<file path="config.mk">
export PLATFORM = sky130hd
export DESIGN_NAME = scalar_kalman_filter_core
export DESIGN_NICKNAME = d
export VERILOG_FILES = /design/src/sv/skf_pkg.sv /design/src/sv/scalar_kalman_filter_core.sv /design/src/sv/skf_ctrl.sv /design/src/sv/skf_dp.sv
export SDC_FILE = /design/constraint.sdc
export NUM_CORES = 2
export LEC_CHECK = 0
export BUFFER_PORTS_ARGS = -buffer_cell sky130_fd_sc_hd__buf_4
export CORE_ASPECT_RATIO = 1.4
export CORE_MARGIN = 1
export CORE_UTILIZATION = 60
export DETAILED_ROUTE_END_ITERATION = 10
export GPL_ROUTABILITY_DRIVEN = 1
export PLACE_DENSITY = 0.82
export SYNTH_ARGS = -nofsm -noshare
export SYNTH_HDL_FRONTEND = slang
export SYNTH_SLANG_ARGS = --single-unit
export TNS_END_PERCENT = 1
</file>
<file path="constraint.sdc">
create_clock -name i_clk -period 18.5 [get_ports i_clk]
set_input_delay 0.925 -clock i_clk [delete_from_list [all_inputs] [get_ports i_clk]]
set_output_delay 0.925 -clock i_clk [all_outputs]
set_load 0.01 [all_outputs]
</file>
<file path="src/sv/skf_pkg.sv">
package skf_pkg;

    localparam int DATA_W    = 32;
    localparam int GAIN_W    = 17;
    localparam int FRAC_W    = 16;
    localparam int DIV_STEPS = GAIN_W;
    localparam int CNT_W     = $clog2(DIV_STEPS);
    localparam int CFG_IDX_W = 1;
    localparam int IN_TDATA_W  = 32;
    localparam int OUT_TDATA_W = 56;

    localparam logic [GAIN_W-1:0] ONE_Q16   = 17'h1_0000;
    localparam logic [DATA_W-1:0] P_RESET   = 32'h000A_0000;
    localparam logic [DATA_W-1:0] Q_RESET   = 32'h0001_0000;
    localparam logic [DATA_W-1:0] R_RESET   = 32'h0001_0000;
    localparam logic [CNT_W-1:0]  CNT_START = CNT_W'(DIV_STEPS - 1);

    typedef enum logic [CFG_IDX_W-1:0] {
        REG_PROCESS_NOISE,
        REG_MEAS_NOISE
    } t_reg_idx;

    typedef enum logic [2:0] {
        S_IDLE,
        S_PRIOR,
        S_DIV,
        S_MULX,
        S_UPDX,
        S_MULP,
        S_UPDP,
        S_OUT
    } t_state;

    typedef struct packed {
        logic accept;
        logic prior;
        logic div_step;
        logic mul_x;
        logic upd_x;
        logic mul_p;
        logic upd_p;
        logic load_out;
    } t_cmd;

    typedef struct packed {
        logic div_last;
    } t_stat;

endpackage

</file>
<file path="src/sv/scalar_kalman_filter_core.sv">
// Scalar Kalman filter with unit state transition and observation.
// Input channel (s_axis): each word carries one signed Q16.16 measurement.
// Output channel (m_axis): each word carries the updated estimate and the
// gain used for that step, one output word per input word.
// Configuration: a write with i_cfg_we high sets process noise (index 0) or
// measurement noise (index 1), both unsigned Q16.16; write only while idle.
// Each word passes these steps from acceptance to the output register: the prior
// variance, a restoring divider that forms the gain one bit per cycle,
// two multiply/update pairs on one shared multiplier, and the load of the
// result. The next word is taken only once the result is loaded and the block
// is idle again, so no new word is accepted while an update is in progress.
// The finished word waits in an output register; if the receiver stalls, the
// block finishes the next update and then holds until that register frees.
// Reset sets the estimate to 0, the variance to 10.0 and both noise values
// to 1.0, and empties the output register.
module scalar_kalman_filter_core (
    input  logic                              i_clk,
    input  logic                              i_rst_n,
    input  logic                              i_s_axis_tvalid,
    output logic                              o_s_axis_tready,
    input  logic [skf_pkg::IN_TDATA_W-1:0]    i_s_axis_tdata,  // [31:0] measurement
    output logic                              o_m_axis_tvalid,
    input  logic                              i_m_axis_tready,
    output logic [skf_pkg::OUT_TDATA_W-1:0]   o_m_axis_tdata,  // [31:0] estimate, [48:32] gain
    input  logic                              i_cfg_we,
    input  logic [skf_pkg::CFG_IDX_W-1:0]     i_cfg_idx,
    input  logic [skf_pkg::DATA_W-1:0]        i_cfg_data
);
    import skf_pkg::*;

    t_cmd              cmd;
    t_stat             stat;
    logic [DATA_W-1:0] est;
    logic [GAIN_W-1:0] gain;

    skf_ctrl u_ctrl (
        .i_clk       (i_clk),
        .i_rst_n     (i_rst_n),
        .i_in_valid  (i_s_axis_tvalid),
        .o_in_ready  (o_s_axis_tready),
        .o_out_valid (o_m_axis_tvalid),
        .i_out_ready (i_m_axis_tready),
        .i_stat      (stat),
        .o_cmd       (cmd)
    );

    skf_dp u_dp (
        .i_clk      (i_clk),
        .i_rst_n    (i_rst_n),
        .i_cmd      (cmd),
        .o_stat     (stat),
        .i_cfg_we   (i_cfg_we),
        .i_cfg_idx  (i_cfg_idx),
        .i_cfg_data (i_cfg_data),
        .i_meas     (i_s_axis_tdata[DATA_W-1:0]),
        .o_est      (est),
        .o_gain     (gain)
    );

    assign o_m_axis_tdata = {{(OUT_TDATA_W-DATA_W-GAIN_W){1'b0}}, gain, est};

endmodule

</file>
<file path="src/sv/skf_ctrl.sv">
module skf_ctrl (
    input  logic          i_clk,
    input  logic          i_rst_n,
    input  logic          i_in_valid,
    output logic          o_in_ready,
    output logic          o_out_valid,
    input  logic          i_out_ready,
    input  skf_pkg::t_stat i_stat,
    output skf_pkg::t_cmd  o_cmd
);
    import skf_pkg::*;

    t_state r_state, n_state;
    logic   r_out_valid, n_out_valid;
    t_cmd   cmd;

    always_comb begin
        n_state = r_state;
        case (r_state)
            S_IDLE:  if (i_in_valid) n_state = S_PRIOR;
            S_PRIOR: n_state = S_DIV;
            S_DIV:   if (i_stat.div_last) n_state = S_MULX;
            S_MULX:  n_state = S_UPDX;
            S_UPDX:  n_state = S_MULP;
            S_MULP:  n_state = S_UPDP;
            S_UPDP:  n_state = S_OUT;
            S_OUT:   if (!r_out_valid || i_out_ready) n_state = S_IDLE;
            default: n_state = S_IDLE;
        endcase
    end

    always_comb begin
        cmd        = '0;
        o_in_ready = 1'b0;
        case (r_state)
            S_IDLE: begin
                o_in_ready = 1'b1;
                cmd.accept = i_in_valid;
            end
            S_PRIOR: cmd.prior    = 1'b1;
            S_DIV:   cmd.div_step = 1'b1;
            S_MULX:  cmd.mul_x    = 1'b1;
            S_UPDX:  cmd.upd_x    = 1'b1;
            S_MULP:  cmd.mul_p    = 1'b1;
            S_UPDP:  cmd.upd_p    = 1'b1;
            S_OUT:   cmd.load_out = !r_out_valid || i_out_ready;
            default: cmd = '0;
        endcase
    end

    always_comb begin
        if (cmd.load_out) begin
            n_out_valid = 1'b1;
        end else if (i_out_ready) begin
            n_out_valid = 1'b0;
        end else begin
            n_out_valid = r_out_valid;
        end
    end

    always_ff @(posedge i_clk) begin
        if (!i_rst_n) begin
            r_state     <= S_IDLE;
            r_out_valid <= 1'b0;
        end else begin
            r_state     <= n_state;
            r_out_valid <= n_out_valid;
        end
    end

    assign o_cmd       = cmd;
    assign o_out_valid = r_out_valid;

    a_cmd_onehot: assert property (@(posedge i_clk) disable iff (!i_rst_n)
        $onehot0({cmd.prior, cmd.div_step, cmd.mul_x, cmd.upd_x, cmd.mul_p,
                  cmd.upd_p, cmd.load_out, cmd.accept}))
        else $error("more than one datapath command in a cycle");

    a_accept_starts: assert property (@(posedge i_clk) disable iff (!i_rst_n)
        cmd.accept |=> r_state == S_PRIOR)
        else $error("accepted word did not start the update");

    a_load_into_free: assert property (@(posedge i_clk) disable iff (!i_rst_n)
        cmd.load_out |-> (!r_out_valid || i_out_ready))
        else $error("output register overwritten while stalled");

endmodule

</file>
<file path="src/sv/skf_dp.sv">
module skf_dp (
    input  logic                           i_clk,
    input  logic                           i_rst_n,
    input  skf_pkg::t_cmd                  i_cmd,
    output skf_pkg::t_stat                 o_stat,
    input  logic                           i_cfg_we,
    input  logic [skf_pkg::CFG_IDX_W-1:0]  i_cfg_idx,
    input  logic [skf_pkg::DATA_W-1:0]     i_cfg_data,
    input  logic [skf_pkg::DATA_W-1:0]     i_meas,
    output logic [skf_pkg::DATA_W-1:0]     o_est,
    output logic [skf_pkg::GAIN_W-1:0]     o_gain
);
    import skf_pkg::*;

    logic [DATA_W-1:0]   r_q, r_r;
    logic [DATA_W-1:0]   r_x, r_p;
    logic [DATA_W-1:0]   r_z;
    logic [DATA_W-1:0]   r_prior;
    logic [DATA_W:0]     r_den;
    logic                r_den_zero;
    logic signed [DATA_W:0] r_diff;
    logic [DATA_W:0]     r_rem;
    logic [GAIN_W-1:0]   r_dvd;
    logic [GAIN_W-1:0]   r_quo;
    logic [CNT_W-1:0]    r_cnt;
    logic signed [DATA_W+GAIN_W+1:0] r_prod;
    logic [DATA_W-1:0]   r_out_est;
    logic [GAIN_W-1:0]   r_out_gain;

    logic [DATA_W:0]     p_sum;
    logic [DATA_W-1:0]   prior_w;
    logic [DATA_W+1:0]   trial;
    logic                ge;
    logic [DATA_W+1:0]   trial_sub;
    logic [GAIN_W-1:0]   k_w;
    logic signed [DATA_W:0]  mul_a;
    logic signed [GAIN_W:0]  mul_b;
    logic signed [DATA_W+2:0] x_inc;
    logic signed [DATA_W+3:0] x_sum;
    logic [DATA_W-1:0]   x_sat;

    always_comb begin
        p_sum   = {1'b0, r_p} + {1'b0, r_q};
        prior_w = p_sum[DATA_W] ? '1 : p_sum[DATA_W-1:0];
    end

    always_comb begin
        trial     = {r_rem, r_dvd[GAIN_W-1]};
        ge        = trial >= {1'b0, r_den};
        trial_sub = trial - {1'b0, r_den};
        k_w       = r_den_zero ? '0 : r_quo;
    end

    always_comb begin
        if (i_cmd.mul_p) begin
            mul_a = $signed({1'b0, r_prior});
            mul_b = $signed({1'b0, ONE_Q16 - k_w});
        end else begin
            mul_a = r_diff;
            mul_b = $signed({1'b0, k_w});
        end
    end

    always_comb begin
        x_inc = r_prod[DATA_W+GAIN_W+1:FRAC_W];
        x_sum = $signed({{4{r_x[DATA_W-1]}}, r_x}) + $signed({x_inc[DATA_W+2], x_inc});
        if (x_sum > $signed({4'b0000, 1'b0, {(DATA_W-1){1'b1}}})) begin
            x_sat = {1'b0, {(DATA_W-1){1'b1}}};
        end else if (x_sum < $signed({4'b1111, 1'b1, {(DATA_W-1){1'b0}}})) begin
            x_sat = {1'b1, {(DATA_W-1){1'b0}}};
        end else begin
            x_sat = x_sum[DATA_W-1:0];
        end
    end

    always_ff @(posedge i_clk) begin
        if (!i_rst_n) begin
            r_q <= Q_RESET;
            r_r <= R_RESET;
            r_x <= '0;
            r_p <= P_RESET;
        end else begin
            if (i_cfg_we) begin
                case (t_reg_idx'(i_cfg_idx))
                    REG_PROCESS_NOISE: r_q <= i_cfg_data;
                    REG_MEAS_NOISE:    r_r <= i_cfg_data;
                    default:           r_q <= r_q;
                endcase
            end
            if (i_cmd.upd_x) r_x <= x_sat;
            if (i_cmd.upd_p) r_p <= r_prod[DATA_W+FRAC_W-1:FRAC_W];
        end
    end

    always_ff @(posedge i_clk) begin
        if (i_cmd.accept) r_z <= i_meas;
        if (i_cmd.prior) begin
            r_prior    <= prior_w;
            r_den      <= {1'b0, prior_w} + {1'b0, r_r};
            r_den_zero <= (prior_w == '0) && (r_r == '0);
            r_diff     <= $signed({r_z[DATA_W-1], r_z}) - $signed({r_x[DATA_W-1], r_x});
            r_rem      <= {2'b00, prior_w[DATA_W-1:1]};
            r_dvd      <= {prior_w[0], {(GAIN_W-1){1'b0}}};
            r_quo      <= '0;
            r_cnt      <= CNT_START;
        end
        if (i_cmd.div_step) begin
            r_rem <= ge ? trial_sub[DATA_W:0] : trial[DATA_W:0];
            r_dvd <= {r_dvd[GAIN_W-2:0], 1'b0};
            r_quo <= {r_quo[GAIN_W-2:0], ge};
            r_cnt <= r_cnt - 1'b1;
        end
        if (i_cmd.mul_x || i_cmd.mul_p) r_prod <= mul_a * mul_b;
        if (i_cmd.load_out) begin
            r_out_est  <= r_x;
            r_out_gain <= k_w;
        end
    end

    assign o_stat.div_last = (r_cnt == '0);
    assign o_est           = r_out_est;
    assign o_gain          = r_out_gain;

    a_gain_range: assert property (@(posedge i_clk) disable iff (!i_rst_n)
        i_cmd.mul_x |-> k_w <= ONE_Q16)
        else $error("gain above one");

    a_var_shrinks: assert property (@(posedge i_clk) disable iff (!i_rst_n)
        i_cmd.upd_p |=> r_p <= r_prior)
        else $error("posterior variance exceeds prior variance");

endmodule
</file>
==> results_dict.tcl <==
set metrics [dict create \
    clockBufferDepth 3 \
    finalHoldViolCount 0 \
    whs_endpoint "u_dp.r_q[12]$_SDFFE_PN0P_" \
    die_h_um 312.2 \
    pin_count 128 \
    drcViolationCount 0 \
    hold_buffers 0 \
    final_common_cell "nand2_1" \
    synth_ff_type "edfxtp_1" \
    cp_slowest_cell "edfxtp_1" \
    fin_worst_skew_ns 0.03212 \
    drtPass1Iterations 6 \
    fin_crit_sh 0.5409 \
    finalSetupViolations 0 \
    rows 113 \
    worst_pin_slew_ns 1.252 \
    portBuffers 120 \
    min_from "u_dp.r_q[12]$_SDFFE_PN0P_" \
    outcome "completed" \
    hold_depth 2 \
    routedWlPerCell_um 22.26 \
    place_ws_ns 8.663 \
    netlist_area_um2 41230 \
    critical_path.max_stage_delay_ns 0.64 \
    final_cells 5351 \
    r2r_end "u_dp.r_prod[50]$_DFFE_PP_" \
    max_freq_mhz 99.94 \
    cts_sinks 403 \
    cp.required_ns 18.81 \
    ff2ff_setup_slack_ns 8.49 \
    clkTransAtPathRegs_ns 0.06 \
    grt_start_max_net_pins 97 \
    r2r_cells 33 \
    setup_tns_ns 0 \
    tritoncts "yes" \
    rsz0062_at_grt "no" \
    gr-total-overflow 0 \
    netlist_instances 4421 \
    ant_nets 0 \
    fin_hold_ws_ns 0.4765 \
    place_hpwl_um 92460 \
    layout.nets 5353 \
    die_area_um2 69790 \
    root_buffer "clkbuf_16" \
    endpoint_kind "flop" \
    drtIter0Drc 2968 \
    cp_max_fo 32 \
    fin_ws_ns 8.494 \
    viasPerCell 6.025 \
    antenna_found_initial 4 \
    timing.setup.critical_path_class "flop to flop" \
    r2r-start "u_dp.r_den_zero$_DFFE_PP_" \
    worst-endpoint-arrival_ns 10.31 \
    yosysWarnings 0 \
    track_usage 0.3495 \
    die_x_um 223.6 \
    place_inst 5278 \
    synth-seq-cells 403 \
    via_count 32240 \
    cap_violations 0 \
    slew_violations 0 \
    routed_wirelength_um 119100 \
    grt_pass1_wl_um 185000 \
    yosysSeqAreaShare 0.2614 \
    core_um2 67870 \
    synth_area_per_cell_um2 9.327 \
    min_period_ns 10.01 \
    clk_latency_ns 0.58 \
    layout_common_cells "nand2_1, inv_1, fa_1" \
    synth_edf_count 271 \
    hold_path_class "flop to flop" \
    numCtsBuffers 39 \
    start_util 0.6076 \
    cts-resized-gates 0 \
    drive_above_1_share 0.06840 \
    yosysUniqueCellTypes 72 \
    crit_top_cell "fa_1" \
    start_kind "flop" \
    cts_max_level 2 \
    async_flop_share 0 \
    area_delta_synth_final_pct 7.626 \
    relSlewSlack 0.1657 \
    postCtsSetupBuffers 0 \
    grt_pass1_vias 33343 \
    place_congestion 1.014 \
]
==> critical path, delay by kind of cell (launching register included) <==
kind,cells,cell delay [ns]
adders and majority gates,8,3.62
and+or+nand+nor,7,0.88
buffers and inverters,7,1.15
DFF,1,0.64
AOI/OAI and AO/OA,10,3.29
xor gates and xnor gates,1,0.15
==> sequential cells by signal, indices dropped and copies added, names as in the netlist <==
name / cells
u_dp.r_prior: 32
u_dp.o_est: 32
u_dp.o_gain: 17
u_dp.r_q: 32
u_dp.r_p: 32
u_dp.r_prod: 35
u_ctrl.r_state: 3
u_dp.r_den_zero: 1
u_dp.r_diff: 33
u_dp.r_den: 33
u_dp.r_quo: 17
u_dp.r_rem: 33
u_ctrl.o_out_valid: 1
u_dp.r_cnt: 5
u_dp.r_z: 32
u_dp.r_r: 32
u_dp.r_dvd: 1
u_dp.r_x: 32
==> cell type report <==
cell class	count	area [um2]
antenna	1	2.502
clock buffer	48	1072
clock inverter	24	264.0
fill	5295	23490
inverter	702	2635
multi-input combinational	3147	27310
sequential	403	10780
tap	862	1079
timing repair buffer	164	1231
==> routing by layer <==
metal | up-vias | wire [um] | global-route usage
met5 | - | 31 | 0
met4 | 6 | 10100 | 0.2450
met3 | 535 | 11720 | 0.07427
met2 | 1697 | 55360 | 0.5668
met1 | 15709 | 41920 | 0.4159
li1 | 14293 | - | -
==> cells in the mapped netlist, types with 27 or more instances <==
cell type / count / area [um2]
nand2_1: 747 / 2804
inv_1: 702 / 2635
fa_1: 539 / 10790
nor2_1: 351 / 1318
ha_1: 287 / 3591
edfxtp_1: 271 / 8138
a21oi_1: 172 / 860.8
clkbuf_1: 155 / 581.8
dfxtp_1: 132 / 2643
xnor2_1: 130 / 1139
a21boi_0: 104 / 780.8
a21o_1: 96 / 720.7
o21ai_0: 80 / 400.4
xor2_1: 66 / 578.1
and2_1: 55 / 344.1
nand2b_1: 50 / 312.8
nand3_1: 45 / 225.2
mux2i_1: 44 / 440.4
nor2b_1: 37 / 231.5
nor3_1: 32 / 160.2
o221a_2: 31 / 349.1
a211oi_1: 29 / 217.7
o21bai_1: 29 / 217.7
a31oi_1: 27 / 168.9
==> worst max-delay path by stage <==
stage | start | to | cells past startpoint
final | u_dp.r_den_zero$_DFFE_PP_ | u_dp.r_prod[50]$_DFFE_PP_ | 33
after global routing | u_dp.r_den_zero$_DFFE_PP_ | u_dp.r_prod[50]$_DFFE_PP_ | 34
after CTS | u_dp.r_den_zero$_DFFE_PP_ | u_dp.r_prod[50]$_DFFE_PP_ | 33
after detailed placement | u_dp.r_den_zero$_DFFE_PP_ | u_dp.r_prod[50]$_DFFE_PP_ | 33
after global placement | u_dp.r_den_zero$_DFFE_PP_ | u_dp.r_prod[50]$_DFFE_PP_ | 34
after floorplan | u_dp.r_den_zero$_DFFE_PP_ | u_dp.r_prod[50]$_DFFE_PP_ | 33
==> stage by stage <==
step | utilization | area (um2)
5_1_grt | 0.6539 | 44380
2_1_floorplan | - | 41260
4_1_cts | 0.6539 | 44380
3_3_place_gp | 0.6342 | 43040
3_5_place_dp | 0.6342 | 43040
6_report | 0.6539 | 44380
==> logic make-up after synthesis <==
| kind of cell | synth area share |
|---|---|
| AOI/OAI and AO/OA | 0.1123 |
| other | 0.00009095 |
| buffers and inverters | 0.08059 |
| DFF | 0.2614 |
| and+or+nand+nor | 0.1445 |
| muxes | 0.01068 |
| adders and majority gates | 0.3488 |
| xor gates and xnor gates | 0.04163 |
Power is left out: the tool's default activity adds up to more than one toggle a clock period on the data nets, which glitch-free logic cannot reach.
